[src/spmv_row_accumulator_with_transfer_cost_top_macros.svh]
// Assertion macros for the sparse matrix-vector row accumulator.
`ifndef SPMV_ROW_ACCUMULATOR_WITH_TRANSFER_COST_TOP_MACROS_SVH
`define SPMV_ROW_ACCUMULATOR_WITH_TRANSFER_COST_TOP_MACROS_SVH

// Checks that a condition holds at every clock edge outside reset.
`define SPMV_ASSERT(lbl, expr) \
  lbl: assert property (@(posedge clk_i) disable iff (!rst_ni) (expr)) \
    else $error("spmv: invariant violated");

// Checks that a condition holds in the cycle after its trigger.
`define SPMV_ASSERT_NEXT(lbl, ante, cons) \
  lbl: assert property (@(posedge clk_i) disable iff (!rst_ni) (ante) |=> (cons)) \
    else $error("spmv: sequence violated");

`endif

[src/spmv_queue.sv]
// Small FIFO that decouples the classifying front from the executing back.
module spmv_queue #(
  parameter int unsigned WIDTH = 8,
  parameter int unsigned DEPTH = 2,
  localparam int unsigned PW = (DEPTH > 1) ? $clog2(DEPTH) : 1,
  localparam int unsigned CW = $clog2(DEPTH + 1)
) (
  input  logic             clk_i,
  input  logic             rst_ni,
  input  logic             push_i,
  input  logic [WIDTH-1:0] data_i,
  output logic             ready_o,
  output logic             valid_o,
  output logic [WIDTH-1:0] data_o,
  input  logic             pop_i
);

  logic [WIDTH-1:0] slot_q [DEPTH];
  logic [PW-1:0]    wr_ptr_q, wr_ptr_d;
  logic [PW-1:0]    rd_ptr_q, rd_ptr_d;
  logic [CW-1:0]    count_q, count_d;

  function automatic logic [PW-1:0] next_ptr(input logic [PW-1:0] ptr);
    logic [PW-1:0] res;
    res = (ptr == PW'(DEPTH - 1)) ? '0 : ptr + PW'(1);
    return res;
  endfunction

  assign ready_o = (count_q != CW'(DEPTH));
  assign valid_o = (count_q != '0);
  assign data_o  = slot_q[rd_ptr_q];

  always_comb begin
    wr_ptr_d = push_i ? next_ptr(wr_ptr_q) : wr_ptr_q;
    rd_ptr_d = pop_i ? next_ptr(rd_ptr_q) : rd_ptr_q;
    count_d  = count_q;
    if (push_i && !pop_i) begin
      count_d = count_q + CW'(1);
    end else if (pop_i && !push_i) begin
      count_d = count_q - CW'(1);
    end
  end

  always_ff @(posedge clk_i or negedge rst_ni) begin
    if (!rst_ni) begin
      wr_ptr_q <= '0;
      rd_ptr_q <= '0;
      count_q  <= '0;
    end else begin
      wr_ptr_q <= wr_ptr_d;
      rd_ptr_q <= rd_ptr_d;
      count_q  <= count_d;
    end
  end

  always_ff @(posedge clk_i) begin
    if (push_i) begin
      slot_q[wr_ptr_q] <= data_i;
    end
  end

endmodule

[config.mk]
export PLATFORM = sky130hd
export DESIGN_NAME = spmv_queue
export DESIGN_NICKNAME = d
export VERILOG_FILES = /design/src/spmv_row_accumulator_with_transfer_cost_top_macros.svh /design/src/spmv_queue.sv
export SDC_FILE = /design/constraint.sdc
export NUM_CORES = 1
export LEC_CHECK = 0
export ABC_AREA = 0
export ABC_CLOCK_PERIOD_IN_PS = 1220
export BUFFER_PORTS_ARGS = -buffer_cell sky130_fd_sc_hd__buf_4
export CAP_MARGIN = 0
export CORE_ASPECT_RATIO = 1.4
export CORE_MARGIN = 1
export CORE_UTILIZATION = 44
export CTS_CLUSTER_SIZE = 12
export DETAILED_ROUTE_END_ITERATION = 7
export PLACE_DENSITY = 0.82
export SYNTH_ARGS = -nofsm -noshare
export SYNTH_HDL_FRONTEND = slang
export SYNTH_SLANG_ARGS = --single-unit
[constraint.sdc]
create_clock -name clk_i -period 1.22 [get_ports clk_i]
set_clock_uncertainty 0.15 [all_clocks]
set_input_delay 0.061 -clock clk_i [delete_from_list [all_inputs] [get_ports clk_i]]
set_output_delay 0.061 -clock clk_i [all_outputs]
set_load 0.01 [all_outputs]
Word level (Yosys, flattened, before mapping). Memories as Yosys holds them, arrays and structs flattened. Index checks and enable logic that the tools add are counted.

Add/subtract/negate cells: 4. Eq/ne operators: 1. Muxes and demuxes: 6. Reduce and logical (&&, ||, !) cells: 6.

Operators with widths (number): $mux 1 (4); $mux 2 (2); $reduce_bool 2->1 (2); $add 1x1->1 const B (2); $add 2x1->2 const B (1); $logic_and 1x1->1 (2); $logic_not 1->1 (2); $ne 2x2->1 const B (1); $sub 2x1->2 const B (1).

Flip-flop bits (word level): 4. RAM bits: 16. Output and inout port bits: 10. Word-level logic and storage cells: 21. Memories: 1.

Memories: slot_q (words 2, bits a word 8, rd ports 1, clocked after memory_dff 0, wr ports 1, RTL line spmv_queue.sv:18) `logic [WIDTH-1:0] slot_q [DEPTH];`.

Depth between registers and ports, before layout.
Depth after elaboration: 4. Gate-level depth with buffers: 5.

Worst setup path after synthesis. Ideal clock, no wire load.

Path type: register to register. Start point: register wr_ptr_q. End point: memory slot_q[0][0] (enable). Setup time: 0.373 ns. Data arrival time: 0.789 ns. Slack: -0.092 ns. Stages on the path, launching flop included: 2. Path buffers: 0. Period minus slack after synthesis: 1.312 ns. Cells stage by stage: dfrtp_1 -> nor2b_1.

RTL lines: from (decl) (RTL line spmv_queue.sv:19) `logic [PW-1:0] wr_ptr_q, wr_ptr_d;`; from (signal assigned) (RTL line spmv_queue.sv:50) `wr_ptr_q <= wr_ptr_d;`; to (decl) (RTL line spmv_queue.sv:18).

No word-level cell before the write port.

Worst setup path after layout.
Start point: register rd_ptr_q. End point: output port data_o[2].

Longest elaborated chain between the ends: 1.

RTL lines: from (decl) (RTL line spmv_queue.sv:20) `logic [PW-1:0] rd_ptr_q, rd_ptr_d;`; from (signal assigned) (RTL line spmv_queue.sv:51) `rd_ptr_q <= rd_ptr_d;`; $mem_v2 2x8; to (decl) (RTL line spmv_queue.sv:14) `output logic [WIDTH-1:0] data_o,`.

No other way between the ends.

==> results.md <==
- The global routing met2 resource utilization is 25.7%.
- The total power after layout is 2.61 mW.
- The aggregate global-route resource usage is 14.8%.
- At the end of routability-driven placement, the weighted congestion stood at approximately 0.63.
- Along the worst path, the maximum fanout reaches 5.
- For this block, the routed nets add up to 1330 um of wire.
- Global routing used roughly 16% of the available met1 tracks.
- Entering global routing, the biggest net connects 12 pins.
- The number of flops mapped to enable cells by yosys is 16.
- The number of max-capacitance violations reported is 0.
- Net switching is around 27% of the power.
- The worst min-delay path category is primary input to flip-flop.
- The total number of yosys warnings is 0.
- The die covers 2000 um^2.
- The number of nets produced by synthesis is 54.
- The number of rows created at floorplan is 17.
- The leakage power of the design is 0.559 nW.
- In this run the power density over the cells is 2030 nW/um^2.
- TritonCTS built the clock tree.
- By instance count, the leading cell after synthesis is sky130_fd_sc_hd__edfxtp_1.
- The total core area is 1640 um^2.
- Of the post-synthesis cell area, the dominant cell type holds between 60% and 70%.
- The required time of the critical path is 1010 ps.
- The placement-stage worst setup slack is -133 ps.
- The count of nets left with antenna violations once routing finished came out at 0.
- Across all setup checks in the final design, the least slack found is -262 ps.
- The routed length per placed instance is between 10 and 15 um.
- The global-route congestion overflow total is 0.
- The worst setup path category is flip-flop to primary output.
- Clock-pin slew was measured on the worst setup and hold paths at about 90 ps.
- Summing every instance area after synthesis gives 801 um^2.
- VDD sags by at most 0.00142 V.
- Yosys attributes the largest share of cell area to sky130_fd_sc_hd__edfxtp_1 (60%), sky130_fd_sc_hd__mux2_4 (15%), sky130_fd_sc_hd__dfrtp_1 (13%).
- In this run the number of H-tree levels came out at 1.
- At the end of the flow the core is filled with cells to between 70% and 80%.
- The overall die height is around 52 um.
- Of the cells placed in the final design, the portion with a size suffix greater than 1 is 52.9%.
- The part of the total power dissipated in combinational logic is 49.7%.
- The total area of multi-input combinational cells is between 200 and 250 um^2.
- The latest clock arrival within the worst-skew pair is roughly 300 ps.
- The initial antenna violation count is 0.
- The clock passes through at most 2 buffers.
- The total negative slack for setup checks is -2120 ps.
- The dominant register cell in the synthesized netlist is sky130_fd_sc_hd__edfxtp_1.
- The via count of the first global-routing pass was 474.
- The number of clock sinks seen by CTS is 20.
- For this run, the number of standard cells in the final layout without fillers is roughly 110.
- The pre-antenna-repair detailed-routing pass consisted of 2 iterations.
- The floorplan die width is 38.1 um.
- The count of final hold-check violations is 0.
- Registers are responsible for 38.7% of the overall power.
- The highest clock rate is between 600 and 700 MHz.
- The post-route clock period utilization is 121%.
- In the routed design, unresolved DRC markers number 0.
- The actual transition at the worst max-transition pin is 204 ps.
- The run finished, with violations left.
- The finished layout cell area is 1290 um^2.
- Port buffering added 21 buffers.
- The first global-routing pass estimated 1950 um of wire.
- The arrival time at the worst endpoint is 1270 ps.
- The number of DRC markers in iteration 0 is 5.
- The number of placed instances, taps included is 83.
- The area occupied by registers is 582 um^2.
- met2 is the most crowded layer.
- CTS placed an instance of sky130_fd_sc_hd__clkbuf_4 at the clock tree root.
- The final hold slack is 63.5 ps.
- Across all layers, the routed design uses 475 vias.
- In this run, distinct cell masters in the synthesized netlist total 13.
- The synthesized design contains 20 register bits.
- The max-slew violation count came to 0.
- The met3 routing resource usage after global routing is 2.55%.
- The placed wire-length estimate after detailed placement is approximately 830 um.
- Counting the fill cells in the layout gives 94.
- For the finished layout, the period the worst path requires is 1480 ps.
- STA classifies the critical path startpoint as a flip-flop.
- The library cell with the largest summed area after synthesis is sky130_fd_sc_hd__edfxtp_1.
- Setup repair after global routing could not meet its margin everywhere.
- The switching power is 0.718 mW.
- The checks that failed: setup timing.
- 0 antenna diodes ended up in the layout.
- The TritonCTS buffer count is 3.
- After synthesis, the share of flip-flops with an asynchronous set or reset is roughly a fifth.
- The starting density of the core is 48.9%.
- Counting instances in the post-synthesis netlist gives the leading cell types as sky130_fd_sc_hd__edfxtp_1 (16), sky130_fd_sc_hd__mux2_4 (8), sky130_fd_sc_hd__dfrtp_1 (4), sky130_fd_sc_hd__xor2_1 (4).
- Setup violations remaining at the end of the flow were counted as 10.
- Dividing the detail-routed via count by the number of cells gives 4.48.
- Each instance of the synthesized netlist takes up on average between 15 and 20 um^2.
- During I/O placement, the number of pins put on the boundary was 22.
- The kind of end point of the critical path is a primary output.
- After the last flow step, the layout net total stands at slightly above 100.
- The headroom to the max-slew limit is between 80% and 90%.
- The sequential cell area fraction in the yosys report is between 70% and 80%.
- The area growth from synthesis to layout is 60.8%.
- The cell area after placement is 1010 um^2.
- The cell count after synthesis came out at 41.
- The internal portion of the total power is around 1.9 mW.
- The slack of the worst reg-to-reg path is 0 ps.
- The part of the total power dissipated in the clock network is 11.6%.
layout make-up:
type	instances	area share [%]
Sequential cell	20	45.2
Timing Repair Buffer	43	32.9
Multi-Input combinational cell	19	17.7
Clock buffer	4	2.04
Tap cell	19	1.85
Inverter	1	0.292
critical path, cell delays in order, from the launching register on:
cell	delay, ps
sky130_fd_sc_hd__dfrtp_2	430
sky130_fd_sc_hd__buf_6	140
sky130_fd_sc_hd__mux2_4	290
sky130_fd_sc_hd__buf_6	120
power by group through the flow:
stage | sequential, mW | combinational (mW) | clock, mW
2_1_floorplan | 1.01 | 0.536 | 0
3_3_place_gp | 1.09 | 0.775 | 0
3_5_place_dp | 1.10 | 0.796 | 0
4_1_cts | 1.01 | 1.17 | 0.301
5_1_grt | 1.03 | 1.39 | 0.349
6_report | 1.01 | 1.30 | 0.303
cell usage in the layout, fill, tap and decap left out, drive strengths merged:
cell and count:
and2 1, xnor2 1, dfrtp 4, nor2b 1
or2 1, mux2 8, nor2 1, dlygate4sd3 11
dlymetal6s4s 1, xor2 4, ha 1, buf 31
inv 1, edfxtp 16, nand2b 1, clkbuf 4
sequential cells by signal, indices dropped and copies added (netlist names):
register / cells
slot_q: 16
count_q: 2
rd_ptr_q: 1
wr_ptr_q: 1
cell families (layout without fill, tap and decap cells):
group | Yosys count | in the layout | synth area share, %
flip-flops | 20 | 20 | 72.5
buffers and inverters | 2 | 48 | 1.87
adder cells (fa/ha/maj) | 1 | 1 | 1.56
AND/OR/NAND/NOR | 5 | 5 | 3.60
XOR/XNOR | 5 | 5 | 5.47
multiplexers | 8 | 8 | 15.0
repair_timing:
action,CTS,global route
setup buffers,5,2
hold buffers,12,0
endpoints found under the hold margin,23,0
endpoints found under the setup margin,10,11
resized for setup,13,7
pin swaps,2,2
path summary, 6_finish.rpt:
path / startpoint / to / depth (start not counted)
worst min register to register: wr_ptr_q$_DFFE_PN0P_ / wr_ptr_q$_DFFE_PN0P_ / 1
max in group asynchronous: rst_ni / rd_ptr_q$_DFFE_PN0P_ / 3
worst min-delay path: pop_i / count_q[0]$_DFFE_PN0P_ / 4
worst max register to register: count_q[0]$_DFFE_PN0P_ / count_q[1]$_DFFE_PN0P_ / 4
worst max-delay path: rd_ptr_q$_DFFE_PN0P_ / data_o[2] / 3
min in group asynchronous: rst_ni / wr_ptr_q$_DFFE_PN0P_ / 3
metal layers:
| layer | part of all wire (%) | wire length [um] |
|---|---|---|
| met1 | 37 | 496 |
| met3 | 4.0 | 53 |
| met2 | 57 | 754 |
| met4 | 1.6 | 21 |
| met5 | 0 | 0 |
Note: power is estimated with default switching activity, not from simulation.
