File: src/spmv_row_accumulator_with_transfer_cost_top_macros.svh
// Assertion macros for the sparse matrix-vector row accumulator.
`ifndef SPMV_ROW_ACCUMULATOR_WITH_TRANSFER_COST_TOP_MACROS_SVH
`define SPMV_ROW_ACCUMULATOR_WITH_TRANSFER_COST_TOP_MACROS_SVH

// Checks that a condition holds at every clock edge outside reset.
`define SPMV_ASSERT(lbl, expr) \
  lbl: assert property (@(posedge clk_i) disable iff (!rst_ni) (expr)) \
    else $error("spmv: invariant violated");

// Checks that a condition holds in the cycle after its trigger.
`define SPMV_ASSERT_NEXT(lbl, ante, cons) \
  lbl: assert property (@(posedge clk_i) disable iff (!rst_ni) (ante) |=> (cons)) \
    else $error("spmv: sequence violated");

`endif

File: src/spmv_pkg.sv
// Shared constants and types of the sparse matrix-vector row accumulator.
package spmv_pkg;

  localparam int unsigned X_DEPTH_DEFAULT = 1024;
  localparam int unsigned MAX_SUBARRAYS   = 64;

  localparam int unsigned KIND_W     = 2;
  localparam int unsigned IDX_W      = 10;
  localparam int unsigned VAL_W      = 32;
  localparam int unsigned NUM_SUB_W  = 7;
  localparam int unsigned LAT_W      = 4;
  localparam int unsigned ROW_W      = 16;
  localparam int unsigned SUM_W      = 48;
  localparam int unsigned CYC_W      = 48;
  localparam int unsigned CNT_W      = 32;
  localparam int unsigned PROD_W     = 2 * VAL_W;
  localparam int unsigned FRAC_W     = 16;
  localparam int unsigned CFG_IDX_W  = 2;
  localparam int unsigned CFG_DATA_W = NUM_SUB_W;
  localparam int unsigned Q_DEPTH    = 2;
  localparam int unsigned DIGITS     = IDX_W / 2;
  localparam int unsigned PSUM_EVERY = 4;

  localparam logic [KIND_W-1:0] KIND_LOAD    = 2'd0;
  localparam logic [KIND_W-1:0] KIND_NONZERO = 2'd1;
  localparam logic [KIND_W-1:0] KIND_END_ROW = 2'd2;

  localparam logic [CFG_IDX_W-1:0] CFG_NUM_SUB   = 2'd0;
  localparam logic [CFG_IDX_W-1:0] CFG_COPY_LAT  = 2'd1;
  localparam logic [CFG_IDX_W-1:0] CFG_READ_LAT  = 2'd2;
  localparam logic [CFG_IDX_W-1:0] CFG_WRITE_LAT = 2'd3;

  localparam logic [SUM_W-1:0] SUM_MAX = 48'h7FFF_FFFF_FFFF;
  localparam logic [SUM_W-1:0] SUM_MIN = 48'h8000_0000_0000;

  typedef struct packed {
    logic [NUM_SUB_W-1:0] n_eff;
    logic [LAT_W-1:0]     copy_lat;
    logic [LAT_W-1:0]     read_lat;
    logic [LAT_W-1:0]     write_lat;
  } cfg_t;

endpackage

File: src/spmv_front.sv
// Front end: accepts input words and reduces the index to its address and subarray.
module spmv_front #(
  parameter int unsigned X_DEPTH = spmv_pkg::X_DEPTH_DEFAULT,
  localparam int unsigned AW = $clog2(X_DEPTH)
) (
  input  logic                                 clk_i,
  input  logic                                 rst_ni,
  input  logic                                 in_valid_i,
  output logic                                 in_stall_o,
  input  logic [spmv_pkg::KIND_W-1:0]          kind_i,
  input  logic [spmv_pkg::IDX_W-1:0]           index_i,
  input  logic signed [spmv_pkg::VAL_W-1:0]    value_i,
  input  logic [spmv_pkg::NUM_SUB_W-1:0]       n_eff_i,
  input  logic                                 q_ready_i,
  output logic                                 q_push_o,
  output logic [spmv_pkg::KIND_W-1:0]          q_kind_o,
  output logic [AW-1:0]                        q_addr_o,
  output logic [spmv_pkg::NUM_SUB_W-1:0]       q_sub_o,
  output logic [spmv_pkg::VAL_W-1:0]           q_value_o
);

  localparam int unsigned RW = AW + 1;
  localparam int unsigned NW = spmv_pkg::NUM_SUB_W;
  localparam int unsigned DG = spmv_pkg::DIGITS;

  typedef enum logic [2:0] {
    FS_IDLE = 3'b001,
    FS_HIGH = 3'b010,
    FS_LOW  = 3'b100
  } front_state_e;

  front_state_e state_q, state_d;

  logic [spmv_pkg::KIND_W-1:0] kind_q;
  logic [spmv_pkg::IDX_W-1:0]  idx_q;
  logic [spmv_pkg::VAL_W-1:0]  value_q;
  logic [NW-1:0]               rn_q, rn_d;
  logic [AW-1:0]               rd_q, rd_d;
  logic [DG-1:0]               digits;
  logic                        done;
  logic                        accept;

  // Restoring remainder, one index digit per step, for both moduli at once.
  always_comb begin
    logic [NW:0] rn_t;
    logic [RW-1:0] rd_t;
    digits = (state_q == FS_LOW) ? idx_q[DG-1:0] : idx_q[spmv_pkg::IDX_W-1:DG];
    rn_d = rn_q;
    rd_d = rd_q;
    for (int i = DG - 1; i >= 0; i--) begin
      rn_t = {rn_d, digits[i]};
      if (rn_t >= {1'b0, n_eff_i}) begin
        rn_t = rn_t - {1'b0, n_eff_i};
      end
      rn_d = rn_t[NW-1:0];
      rd_t = {rd_d, digits[i]};
      if (rd_t >= RW'(X_DEPTH)) begin
        rd_t = rd_t - RW'(X_DEPTH);
      end
      rd_d = rd_t[AW-1:0];
    end
  end

  always_comb begin
    done       = 1'b0;
    in_stall_o = 1'b1;
    unique case (state_q)
      FS_IDLE: begin
        in_stall_o = 1'b0;
      end
      FS_HIGH: begin
        in_stall_o = 1'b1;
      end
      FS_LOW: begin
        done       = q_ready_i;
        in_stall_o = !q_ready_i;
      end
      default: begin
        in_stall_o = 1'b1;
      end
    endcase
    accept = in_valid_i && !in_stall_o;
    if (accept) begin
      state_d = FS_HIGH;
    end else if (state_q == FS_HIGH) begin
      state_d = FS_LOW;
    end else if (done || (state_q != FS_LOW)) begin
      state_d = FS_IDLE;
    end else begin
      state_d = state_q;
    end
  end

  always_ff @(posedge clk_i or negedge rst_ni) begin
    if (!rst_ni) begin
      state_q <= FS_IDLE;
    end else begin
      state_q <= state_d;
    end
  end

  always_ff @(posedge clk_i) begin
    if (accept) begin
      kind_q  <= kind_i;
      idx_q   <= index_i;
      value_q <= value_i;
      rn_q    <= '0;
      rd_q    <= '0;
    end else if (state_q == FS_HIGH) begin
      rn_q <= rn_d;
      rd_q <= rd_d;
    end
  end

  assign q_push_o  = done;
  assign q_kind_o  = kind_q;
  assign q_addr_o  = rd_d;
  assign q_sub_o   = rn_d;
  assign q_value_o = value_q;

endmodule

File: config.mk
export PLATFORM = sky130hd
export DESIGN_NAME = spmv_front
export DESIGN_NICKNAME = d
export VERILOG_FILES = /design/src/spmv_row_accumulator_with_transfer_cost_top_macros.svh /design/src/spmv_pkg.sv /design/src/spmv_front.sv
export SDC_FILE = /design/constraint.sdc
export NUM_CORES = 1
export LEC_CHECK = 0
export ABC_AREA = 1
export BUFFER_PORTS_ARGS = -buffer_cell sky130_fd_sc_hd__buf_2
export CAP_MARGIN = 10
export CORE_MARGIN = 3
export CORE_UTILIZATION = 54
export DETAILED_ROUTE_END_ITERATION = 6
export PLACE_DENSITY_LB_ADDON = 0.3
export SYNTH_ARGS = -nofsm -noshare
export SYNTH_HDL_FRONTEND = slang
export SYNTH_SLANG_ARGS = --single-unit
File: constraint.sdc
create_clock -name clk_i -period 14.8 [get_ports clk_i]
set_clock_uncertainty 0.15 [all_clocks]
set_input_delay 3.7 -clock clk_i [delete_from_list [all_inputs] [get_ports clk_i]]
set_output_delay 3.7 -clock clk_i [all_outputs]
set_load 0.1 [all_outputs]
; ---- Word level (Yosys, flattened, before mapping)
; Cells that the tools add are included.
; W data, S select, Z words.
[word_totals]
word_cells = 51
out_inout_bits = 53
ff_bits = 64
input_bits = 55
[classes]
n_addsub = 10
n_eq_ne = 4
n_lt_le_gt_ge = 10
muxes = 16
reduce_logical = 5
[ops]
columns = op, count
row1 = $ge A11 B11 Y1 const B, 5
row2 = $mux W10, 5
row3 = $sub A10 B1 Y10 const B, 5
row4 = $ge A8 B7 Y1, 5
row5 = $mux W7, 5
row6 = $sub A7 B7 Y7, 5
row7 = $mux W3, 3
row8 = $mux W5, 1
row9 = $eq A3 B1 Y1 const B, 1
row10 = $eq A3 B2 Y1 const B, 1
row11 = $eq A3 B3 Y1 const B, 1
row12 = $ne A3 B3 Y1 const B, 1
row13 = $reduce_bool A3 Y1, 1
row14 = $logic_not A1 Y1, 2
row15 = $pmux W1 S2, 1
row16 = $logic_and A1 B1 Y1, 1
row17 = $logic_or A1 B1 Y1, 1
row18 = $mux W1, 1

; ---- Depth between registers and ports, before layout
; Gate-level depths: netlist of run 1.
[logic_depth]
word_depth = 12
depth_mapped = 64

; ---- Least setup slack after synthesis of run 1
; No wires, ideal clock.
[synth_timing]
path_type = input to output
from = input n_eff_i[1] in the netlist's numbering
to = output q_sub_o[6] in the netlist's numbering
t_arrival_ns = 10.965
cell_stages = 50
slack_ns = -0.015
required_ns = 10.950
cell_sequence = inv_1 fa_1 nand2_1 nand2_1 nand2_2 nand2_1 nand2_2 nand2_4 o21ai_0 inv_1 ha_1 nand2_1 inv_1 nand3_1 nand2_1 a21oi_1 nand3_4 nand2_1 [14 not listed] o21ai_0 a21oi_1 o21bai_1 nand2_1 nand3_1 inv_1 nand3_4 nand2_1 nand2_1 inv_1 fa_1 nand3_1 nand2_1 a221oi_1 o21a_1 nand3_4 nand2_1 and2_1
[synth_between]
elab_chain_len = 10
word_cells_on_any_way = 15
[synth_lines]
columns = element, line
row1 = from (decl), spmv_front.sv:13  ; input logic [spmv_pkg::NUM_SUB_W-1:0] n_eff_i,
row2 = $sub A7 B7 Y7 / $ge A8 B7 Y1 (equally long branches), "spmv_front.sv:53, spmv_front.sv:52"
row3 = $mux W7, spmv_front.sv:52  ; if (rn_t >= {1'b0, n_eff_i}) begin
row4 = $sub A7 B7 Y7 / $ge A8 B7 Y1 (equally long branches), "spmv_front.sv:53, spmv_front.sv:52"
row5 = $mux W7, spmv_front.sv:52
row6 = $sub A7 B7 Y7 / $ge A8 B7 Y1 (equally long branches), "spmv_front.sv:53, spmv_front.sv:52"
row7 = $mux W7, spmv_front.sv:52
row8 = $sub A7 B7 Y7 / $ge A8 B7 Y1 (equally long branches), "spmv_front.sv:53, spmv_front.sv:52"
row9 = $mux W7, spmv_front.sv:52
row10 = $sub A7 B7 Y7 / $ge A8 B7 Y1 (equally long branches), "spmv_front.sv:53, spmv_front.sv:52"
row11 = $mux W7 (*), spmv_front.sv:52
row12 = to (decl), spmv_front.sv:18  ; output logic [spmv_pkg::NUM_SUB_W-1:0] q_sub_o,
; Mark *: on every way between the ends. The rest lies on a longest branch, timed or not.

; ---- Final worst setup path of run 1
[layout_timing]
from = input n_eff_i[1] in the netlist's numbering
to = output q_sub_o[2] in the netlist's numbering
[layout_between]
elab_chain_len = 10
word_cells_on_any_way = 15
[layout_lines]
columns = element, line
row1 = $sub A7 B7 Y7 / $ge A8 B7 Y1 (equally long branches), "spmv_front.sv:53, spmv_front.sv:52"
row2 = $mux W7, spmv_front.sv:52
row3 = $sub A7 B7 Y7 / $ge A8 B7 Y1 (equally long branches), "spmv_front.sv:53, spmv_front.sv:52"
row4 = $mux W7, spmv_front.sv:52
row5 = $sub A7 B7 Y7 / $ge A8 B7 Y1 (equally long branches), "spmv_front.sv:53, spmv_front.sv:52"
row6 = $mux W7, spmv_front.sv:52
row7 = $ge A8 B7 Y1 / $sub A7 B7 Y7 (equally long branches), "spmv_front.sv:52, spmv_front.sv:53"
row8 = $mux W7, spmv_front.sv:52
row9 = $sub A7 B7 Y7 / $ge A8 B7 Y1 (equally long branches), "spmv_front.sv:53, spmv_front.sv:52"
row10 = $mux W7 (*), spmv_front.sv:52
; Marks and branches as above.

==> metrics, run 1 <==
flops & latches, synth=59; port bufs=107; status=finished, final reports clean; Post-Route WL=13700 um; Die Ht=92.8 um; Remaining Overflow, GRT=0; root cell of the clock tree=clkbuf_8; synthesized netlist cell count=465; DP HPWL=9270 um; Max Slew Vio Count=0; clk_lat worst skew=0.34 ns; CP Launch Type=primary input; Mapped Nets=560; GPL Wtd Cong=0.930; max frequency=0.0683 GHz; Rows=31; most frequent cells after synthesis=nand2_1, inv_1, nand3_1; Hold Path Class=reg2reg; Slowest-stage cell, CP=fa_2; pin count of the biggest net entering global routing=45; fin area=0.00596 mm2; Critical Path AT=10.80 ns; Synth area leaders=edfxtp_1, nand2_1, ha_1; Inserted Diodes=0; vias in the first global route=4188; Final Util=81.8%; vias per cell=5.46; WP data required=10.95 ns; # placed instances=741; total number of vias=4197; post-synth top area cell=edfxtp_1; top-count cell post-synth=nand2_1; Setup violations, final=0; initial antenna violation count=0; Worst slew margin=40.9%; Crit Path Max Fanout=7; Synth Cell Area=0.00407 mm2; P&R area growth vs syn=46.6%; # nets final=759; top-level I/O count=108; Wirelength per Cell=17.8 um; post-route clock period utilization=99.0%; worst hold-check slack=0.319 ns; syn avg cell area=8.75 um2; Post-synth EDFFs=44; H-Tree Depth=3; Crit. End Element=primary output; die area=0.00861 mm2; ys flop type=edfxtp_1; Post-DRT Antenna Nets=0; clock tree buffer depth=2; sequential area share after synthesis=40.3%; Yosys cell types=36; critical path type=in2out; CORE AREA=0.00729 mm2; initial DRC count=340; TritonCTS Buffers=9; Reg clk slew, reported paths=0.07 ns; Ys Warns=0; worst slew pin tran=0.879 ns; asr flop ratio synth=5.08%; Worst path max stage delay=0.36 ns; die width=92.8 um; initial core utilization=55.8%; Placed Instance Area=0.00528 mm2; # DRC=0; clock sink total=59; Hold Violations, Final=0; Post-Layout Cell Count=768; internal reg-to-reg setup slack=6.37 ns; unrepaired setup endpoints after global routing=true; Synth top area share=32.5%; first-pass GRT wire length=19500 um; post-layout min period=14.65 ns; GR Util All Layers=29.3%; # Max-Cap Violations=0; share of layout cells above drive strength 1=44.4%; CTS tree=done; Crit path top cell by count=nand2_1; first-pass detailed-route iteration total=5
## state kept, by name, summed over array words and instances (netlist names)
| signal | flops |
|---|---|
| q_value_o | 32 |
| idx_q | 10 |
| rn_q | 7 |
| rd_q | 5 |
| state_q | 3 |
| q_kind_o | 2 |
## layout by cell type (no fill, tap or decap), types with 12 or more instances in the layout
master    instances
nand3_2          13
inv_1            73
dfxtp_1          12
buf_4            83
ha_1             24
nor2_1           13
nand3_1          39
buf_2           100
o21ai_0          13
nand2_2          22
edfxtp_1         44
nand2_1         104
## final cells by class
cell class / count / area (um2)
clock inverter: 7 / 85.1
multi-input combinational: 329 / 2450
inverter: 75 / 282
timing repair buffer: 190 / 1260
sequential: 59 / 1640
tap: 99 / 124
fill: 424 / 1330
clock buffer: 9 / 124
## worst max-delay path: cells and delay by family
family	cells	cell delay [ns]
adders and majority gates	5	1.65
and+or+nand+nor	32	3.05
AOI/OAI and AO/OA	6	1.03
buffers and inverters	14	1.34
## what timing repair did
action,CTS,global route
buffers inserted,1,10
resized for setup,14,75
endpoints found under the setup margin,7,7
hold buffers,0,0
pin swaps,1,23
## cells by family (layout without fill, tap and decap cells)
family | Yosys count | count (layout) | share of synthesized area (%)
and+or+nand+nor | 222 | 222 | 27.6
buffers and inverters | 77 | 281 | 7.14
DFF | 59 | 59 | 40.3
AOI/OAI and AO/OA | 45 | 45 | 7.04
adders and majority gates | 40 | 40 | 13.2
xor gates and xnor gates | 22 | 22 | 4.74
## per-layer routing
| layer | global-route usage [%] | vias up | routed length, um |
|---|---|---|---|
| met4 | 13.6 | 0 | 839 |
| met3 | 6.17 | 90 | 939 |
| li1 | - | 1953 | - |
| met2 | 52.8 | 235 | 7030 |
| met5 | 0 | - | 0 |
| met1 | 32.7 | 1919 | 4880 |
## stage by stage
| stage | TNS [ns] | setup slack, ns |
|---|---|---|
| global placement | 0 | 0.0584 |
| finish | 0 | 0.149 |
| CTS | 0 | 0.000991 |
| floorplan | 0 | 0.178 |
| global route | -2.00 | -0.306 |
| detailed placement | -1.98 | -0.324 |
## final timing paths
check	start	end	cells past startpoint
max	n_eff_i[1]	q_sub_o[2]	57
max reg2reg	state_q[0]	rn_q[2]	62
min	rd_q[1]	rd_q[1]	2
min in group asynchronous	rst_ni	state_q[2]	1
min reg2reg	rd_q[1]	rd_q[1]	2
max in group asynchronous	rst_ni	state_q[0]	1
Power of run 1 is left out: the tool's default activity adds up to more than one toggle a clock period on the data nets, which glitch-free logic cannot reach.
==> inputs of run 2 (changes only) <==
--- a/config.mk
+++ b/config.mk
@@ -6,11 +6,11 @@
 export NUM_CORES = 1
 export LEC_CHECK = 0
 export ABC_AREA = 1
-export BUFFER_PORTS_ARGS = -buffer_cell sky130_fd_sc_hd__buf_2
 export CAP_MARGIN = 10
 export CORE_MARGIN = 3
-export CORE_UTILIZATION = 54
+export CORE_UTILIZATION = 64
 export DETAILED_ROUTE_END_ITERATION = 6
+export DONT_BUFFER_PORTS = 1
 export PLACE_DENSITY_LB_ADDON = 0.3
 export SYNTH_ARGS = -nofsm -noshare
 export SYNTH_HDL_FRONTEND = slang
==> run 2 against run 1 <==
Non-clock buffer count decreased by 136. Final cell count decreased by 21%. Via count decreased by 15%. Fmax increased by 1.2%. Die area decreased by 15%. Wire length decreased by 19%. Sequential cell count unchanged. Worst setup slack improved by 0.18 ns. Clock-buffer cell count unchanged. Sequential share of layout area increased by 4.4 points.
==> metrics, run 2 (same netlist as run 1, synthesis figures left out) <==
status=finished, final reports clean; critical path endpoint=q_sub_o[6]; Post-DRT Antenna Nets=0 (unchanged); CTS tree=done; vias per cell=5.86 (+7.3%); # placed instances=583 (-21%); vias in the first global route=3416 (-18%); Reg2Reg Depth=63 (+1.6%); total number of vias=3570 (-15%); CP Launch Type=primary input; initial antenna violation count=0 (unchanged); max frequency=0.0691 GHz (+1.2%); GPL Wtd Cong=0.909 (-2.2%); fill count=299 (-29%); first-pass GRT wire length=16200 um (-17%); Max Slew Vio Count=0 (unchanged); Reg2Reg Launch Point=state_q[0]; GR Util All Layers=28.5% (-0.75 points); root cell of the clock tree=clkbuf_8; # DRC=0 (unchanged); clock sink total=59 (unchanged); DP HPWL=7950 um (-14%); worst slew pin tran=1.06 ns (+0.177 ns); internal reg-to-reg setup slack=5.56 ns (-0.81 ns); clk_lat worst skew=0.34 ns (about the same); pin count of the biggest net entering global routing=45 (unchanged); Crit path top cell by count=nand2_1; share of layout cells above drive strength 1=31.1% (-13 points); Worst slew margin=29.5% (-11 points); post-route clock period utilization=97.8% (-1.2 points); # Max-Cap Violations=0 (unchanged); Slowest-stage cell, CP=fa_2; hold buffers post-CTS=0 (unchanged); Critical Path AT=10.62 ns (-0.18 ns); post-layout min period=14.47 ns (-0.177 ns); Setup TNS Final=0 ns (unchanged); first-pass detailed-route iteration total=5 (unchanged); worst r2r dst=rn_q[3]; Hold Path Class=reg2reg; port bufs=0 (-100%); critical path type=in2out; Inserted Diodes=0 (unchanged); die width=85.7 um (-7.6%); most frequent cells in the layout=nand2_1, inv_1, buf_4, edfxtp_1, nand3_1; die area=0.00735 mm2 (-15%); Die Ht=85.7 um (-7.6%); Post-Route WL=11100 um (-19%); beginning of the critical path=n_eff_i[0]; top-level I/O count=108 (unchanged); number of flip-flops under the largest register name=32 (unchanged); CORE AREA=0.00603 mm2 (-17%); Setup violations, final=0 (unchanged); Crit. End Element=primary output; TritonCTS Buffers=9 (unchanged); Crit Path Max Fanout=7 (unchanged); P&R area growth vs syn=26.3%; Hold Violations, Final=0 (unchanged); commonest non-fill, non-tap cell in the layout=nand2_1; WP data required=10.95 ns (about the same); Worst path max stage delay=0.40 ns (+0.04 ns); Reg clk slew, reported paths=0.07 ns (about the same); # nets final=624 (-18%); clock tree buffer depth=2 (unchanged); initial core utilization=67.5% (+12 points); Wirelength per Cell=18.2 um (+1.9%); Remaining Overflow, GRT=0 (unchanged); Post-Layout Cell Count=609 (-21%); Rows=28 (-9.7%); initial DRC count=248 (-27%); Final Util=85.2% (+3.5 points); H-Tree Depth=3 (unchanged)
run 2: worst min-delay path by stage:
stage,cells after the start,end,startpoint,slack (ns)
after global routing,2,rn_q[1],rn_q[1],0.40
after detailed placement,2,rn_q[1],rn_q[1],0.34
final,2,rn_q[3],rn_q[3],0.36
after global placement,2,rn_q[1],rn_q[1],0.33
after floorplan,2,rn_q[3],rn_q[3],0.29
after CTS,2,rn_q[1],rn_q[1],0.35
run 2: cell type report:
class	instances	area, um2	share of cell area [%]
Multi-Input combinational cell	330	2480	48.3
Sequential cell	59	1640	31.9
Timing Repair Buffer	54	422	8.21
Inverter	75	282	5.48
Clock buffer	9	124	2.41
Clock inverter	7	98.8	1.92
Tap cell	75	93.8	1.83
run 2: metal layers:
metal / part of all wire, % / GRT usage (%) / vias up
met2: 51 / 49.2 / 170
met5: 0 / 0 / -
li1: - / - / 1676
met3: 7.1 / 7.30 / 41
met4: 3.1 / 10.1 / 0
met1: 39 / 34.6 / 1683
run 2: timing repair:
item	4_1_cts	5_1_grt
pin swaps	1	21
endpoints found under the setup margin	7	7
resized for setup	10	63
hold endpoints to repair	0	0
setup buffers	1	8
cloned	0	1
run 2: through the flow:
stage / setup WS (ns) / hold slack, ns / cell area, um2
after floorplan: 0.178 / 0.293 / 4080
after global placement: 0.138 / 0.330 / 4510
after detailed placement: -0.219 / 0.337 / 4510
after CTS: 0.0246 / 0.352 / 4760
after global routing: -0.155 / 0.399 / 5140
final: 0.326 / 0.365 / 5140
run 2: worst max-delay path: cells and delay by family:
family / cells / cell delay (ns)
AOI/OAI and AO/OA: 9 / 1.50
adders and majority gates: 6 / 1.74
and+or+nand+nor: 29 / 2.82
buffers and inverters: 10 / 0.82
Power of run 2 is left out for the same reason.
==> inputs of run 3 (changes only) <==
--- a/config.mk
+++ b/config.mk
@@ -5,13 +5,13 @@
 export SDC_FILE = /design/constraint.sdc
 export NUM_CORES = 1
 export LEC_CHECK = 0
-export ABC_AREA = 1
 export CAP_MARGIN = 10
 export CORE_MARGIN = 3
 export CORE_UTILIZATION = 64
 export DETAILED_ROUTE_END_ITERATION = 6
 export DONT_BUFFER_PORTS = 1
 export PLACE_DENSITY_LB_ADDON = 0.3
+export REMOVE_ABC_BUFFERS = 1
 export SYNTH_ARGS = -nofsm -noshare
 export SYNTH_HDL_FRONTEND = slang
 export SYNTH_SLANG_ARGS = --single-unit
==> run 3 against run 2 <==
The run now fails in 5_1_grt. Synthesized cell count decreased by 22%. Area after synthesis shrank 0.83%.
==> metrics, run 3 <==
status=stopped before the end; Fail Step=5_1_grt; Run Error=[ERROR GRT-0116] Global routing finished with congestion. Check the congestion regions in the DRC Viewer.; Die Ht=85.4 um (-0.38%); top-level I/O count=108 (unchanged); Remaining Overflow, GRT=24; top-count cell post-synth=edfxtp_1; Synth top area share=32.8% (+0.27 points); initial core utilization=66.9% (-0.56 points); hold buffers post-CTS=0 (unchanged); flops & latches, synth=59 (unchanged); most frequent cells after synthesis=edfxtp_1, ha_1, inv_1; Ys Warns=0 (unchanged); Synth Cell Area=0.00403 mm2 (-0.83%); Post-synth EDFFs=44 (unchanged); Synth area leaders=edfxtp_1, ha_1, dfxtp_1; asr flop ratio synth=5.08% (unchanged); synthesized netlist cell count=361 (-22%); ys flop type=edfxtp_1; pin count of the biggest net entering global routing=54; post-synth top area cell=edfxtp_1; DP HPWL=10700 um (+34%); TritonCTS Buffers=9 (unchanged); Rows=28 (unchanged); port bufs=0 (unchanged); sequential area share after synthesis=40.6% (+0.34 points); syn avg cell area=11.2 um2 (+28%); GR Util All Layers=67.7%; vias in the first global route=5631; root cell of the clock tree=clkbuf_8; die width=85.4 um (-0.38%); clock sink total=59 (unchanged); first-pass GRT wire length=35500 um; H-Tree Depth=3 (unchanged); GPL Wtd Cong=0.953 (+4.8%); Yosys cell types=72 (+100%); clock tree buffer depth=2 (unchanged)
==> run 3: cell types whose count changed after synthesis, moves of 5 or more <==
cell / previous run / this run
nand3_1: 51 / 4
o221ai_1: 0 / 6
inv_1: 74 / 33
a22o_1: 0 / 5
o21a_1: 1 / 6
o22ai_1: 0 / 6
nand2_2: 8 / 0
nand3_4: 8 / 0
nand2b_1: 0 / 8
mux2i_1: 0 / 11
a21o_1: 3 / 9
nand2_1: 118 / 21
mux2_2: 0 / 7
nor2b_1: 0 / 10
==> run 3: timing repair <==
item,4_1_cts
pin swaps,34
resized for setup,58
setup buffers,39
setup endpoints to repair,7
==> run 3: stage by stage <==
stage / cell area (um2) / instances / utilization (%) / setup slack [ns]
floorplan: 4000 / 355 / - / -3.10
global placement: 5080 / 550 / 84.3 / -1.57
detailed placement: 5080 / 550 / 84.3 / -2.08
CTS: 5810 / 603 / 96.4 / -1.42
==> run 3: routing by layer <==
metal | GRT overflow | GRT usage, %
met3 | 0 | 49.4
met2 | 13 | 87.2
met1 | 0 | 66.5
met4 | 11 | 70.6
met5 | 0 | 4.90
==> run 3: cell families after synthesis <==
logic type	count (synthesis)	share of synthesized area, %
AO/OA/AOI/OAI	98	19.2
AND/OR/NAND/NOR	88	13.4
flip-flops	59	40.6
adder cells (fa/ha/maj)	40	13.3
buffers and inverters	39	4.00
multiplexers	22	6.17
XOR/XNOR	15	3.26
==> inputs of run 4 (changes only) <==
--- a/config.mk
+++ b/config.mk
@@ -7,10 +7,10 @@
 export LEC_CHECK = 0
 export CAP_MARGIN = 10
 export CORE_MARGIN = 3
-export CORE_UTILIZATION = 64
+export CORE_UTILIZATION = 40
 export DETAILED_ROUTE_END_ITERATION = 6
 export DONT_BUFFER_PORTS = 1
-export PLACE_DENSITY_LB_ADDON = 0.3
+export PLACE_DENSITY_LB_ADDON = 0.15
 export REMOVE_ABC_BUFFERS = 1
 export SYNTH_ARGS = -nofsm -noshare
 export SYNTH_HDL_FRONTEND = slang
==> run 4 against run 3 <==
The flow now finishes, with violations (setup timing). Synthesized cell count unchanged. Area after synthesis stayed put.
==> metrics, run 4 <==
vias in the first global route=3702; GPL Wtd Cong=0.915 (-4.0%); initial antenna violation count=0; hold buffers post-CTS=0 (unchanged); root cell of the clock tree=clkbuf_8; Critical Path AT=12.32 ns; Crit Path Max Fanout=8; port bufs=0 (unchanged); met3 WL post-DR=595 um; clk_lat worst skew=0.33 ns; fin area=0.00607 mm2; Synth top area share=32.8% (unchanged); worst slew pin tran=1.12 ns; Yosys cell types=72 (unchanged); WP data required=10.95 ns; top-count cell post-synth=edfxtp_1; WP buf/inv=8; Die Ht=106 um (+25%); clock sink total=59 (unchanged); flops & latches, synth=59 (unchanged); first-pass detailed-route iteration total=4; CORE AREA=0.00977 mm2; commonest non-fill, non-tap cell in the layout=buf_4; # Max-Cap Violations=0; M1 WL=5200 um; H-Tree Depth=3 (unchanged); most frequent cells after synthesis=edfxtp_1, ha_1, inv_1; synthesized netlist cell count=361 (unchanged); CP Launch Type=primary input; Post-synth EDFFs=44 (unchanged); DP HPWL=9420 um (-12%); Multi-input gate area=0.00263 mm2; P&R area growth vs syn=50.5%; Crit path max-delay family=compound AO/OA/AOI/OAI gates; Setup violations, final=7; Inserted Diodes=0; TritonCTS Buffers=9 (unchanged); Post-DRT Antenna Nets=0; clock tree buffer depth=2 (unchanged); met2 WL post-DR=6290 um; die area=0.0113 mm2; ys flop type=edfxtp_1; pre-CTS WS=-2.02 ns (+0.0612 ns); top-level I/O count=108 (unchanged); # DRC=0; max frequency=0.0618 GHz; Rows=36 (+29%); Worst slew margin=25.3%; Max Slew Vio Count=0; top sig layer=met4; asr flop ratio synth=5.08% (unchanged); Worst path max stage delay=0.41 ns; vias per cell=5.30; Placed Instance Area=0.00525 mm2 (+3.4%); Ys Warns=0 (unchanged); share of layout cells above drive strength 1=47.9%; register area=0.00164 mm2; most frequent cells in the layout=buf_4, edfxtp_1, inv_1, ha_1, nand2_1; sequential area share after synthesis=40.6% (unchanged); CTS tree=done; post-layout min period=16.17 ns; Wirelength per Cell=18.6 um; Synth Cell Area=0.00403 mm2 (unchanged); Synth area leaders=edfxtp_1, ha_1, dfxtp_1; number of flip-flops under the largest register name=32; Post-Route WL=12300 um; Reg clk slew, reported paths=0.06 ns; final worst slack=-1.37 ns; fill count=778; Crit. End Element=primary output; pin count of the biggest net entering global routing=54; status=finished, violations left; total number of vias=3505; # nets final=618; Slowest-stage cell, CP=or3_4; die width=106 um (+25%); initial DRC count=158; internal reg-to-reg setup slack=4.38 ns; Hold Violations, Final=0; GR Util All Layers=21.9%; Hold Path Class=reg2reg; post-synth top area cell=edfxtp_1; unrepaired setup endpoints after global routing=true; first-pass GRT wire length=19100 um; critical path type=in2out; syn avg cell area=11.2 um2 (unchanged); post-route clock period utilization=109%; failing checks=setup timing; initial core utilization=41.3% (-26 points); Remaining Overflow, GRT=0
==> run 4: cell counts after synthesis <==
No cell type changed its count.
==> run 4: worst reg2reg max path: cells and delay by family, from the launching register on <==
kind	cells	cell delay [ns]
AO/OA/AOI/OAI	18	3.66
adder cells (fa/ha/maj)	6	1.78
buffers and inverters	5	0.66
flip-flops	1	0.40
multiplexers	4	1.69
AND/OR/NAND/NOR	10	2.01
==> run 4: cells by family (layout without fill, tap and decap cells) <==
logic type / count (synthesis) / in the layout / share of synthesized area [%]
multiplexers: 22 / 22 / 6.17
adder cells (fa/ha/maj): 40 / 40 / 13.3
AO/OA/AOI/OAI: 98 / 98 / 19.2
flip-flops: 59 / 59 / 40.6
AND/OR/NAND/NOR: 88 / 88 / 13.4
buffers and inverters: 39 / 206 / 4.00
XOR/XNOR: 15 / 15 / 3.26
==> run 4: area by class of cell <==
type	count	area share, %
Clock buffer	10	2.27
Timing Repair Buffer	157	20.8
Inverter	33	2.10
Clock inverter	6	1.86
Sequential cell	59	27.0
Multi-Input combinational cell	263	43.2
Tap cell	133	2.74
==> run 4: routing by layer <==
layer	track usage (%)	up-vias
met5	0	-
met4	6.85	0
met3	5.04	16
met2	37.7	85
met1	27.3	1706
li1	-	1698
==> run 4: repair_timing <==
item | CTS | global route
setup buffers | 18 | 6
gates cloned | 0 | 0
pin swaps | 25 | 22
resized for setup | 64 | 17
endpoints found under the setup margin | 7 | 7
==> run 4: per-stage QoR <==
step           std cells  hold WS [ns]  setup TNS [ns]  utilization [%]
5_1_grt              661         0.425          -11.40             62.1
4_1_cts              655         0.355           -9.01             60.6
3_3_place_gp         623         0.334          -12.03             53.7
6_report             661         0.374           -9.27             62.1
3_5_place_dp         623         0.337          -13.89             53.7
2_1_floorplan        355         0.313          -17.04                -
==> run 4: worst paths after layout <==
check / startpoint / cells after the start / end
worst max-delay path: n_eff_i[1] / 42 / q_sub_o[2]
worst min-delay path: rn_q[1] / 1 / rn_q[1]
min in group asynchronous: rst_ni / 0 / state_q[1]
max in group asynchronous: rst_ni / 0 / state_q[0]
worst max register to register: state_q[1] / 43 / rn_q[4]
worst min register to register: rn_q[1] / 1 / rn_q[1]
Power of run 4 is left out for the same reason.
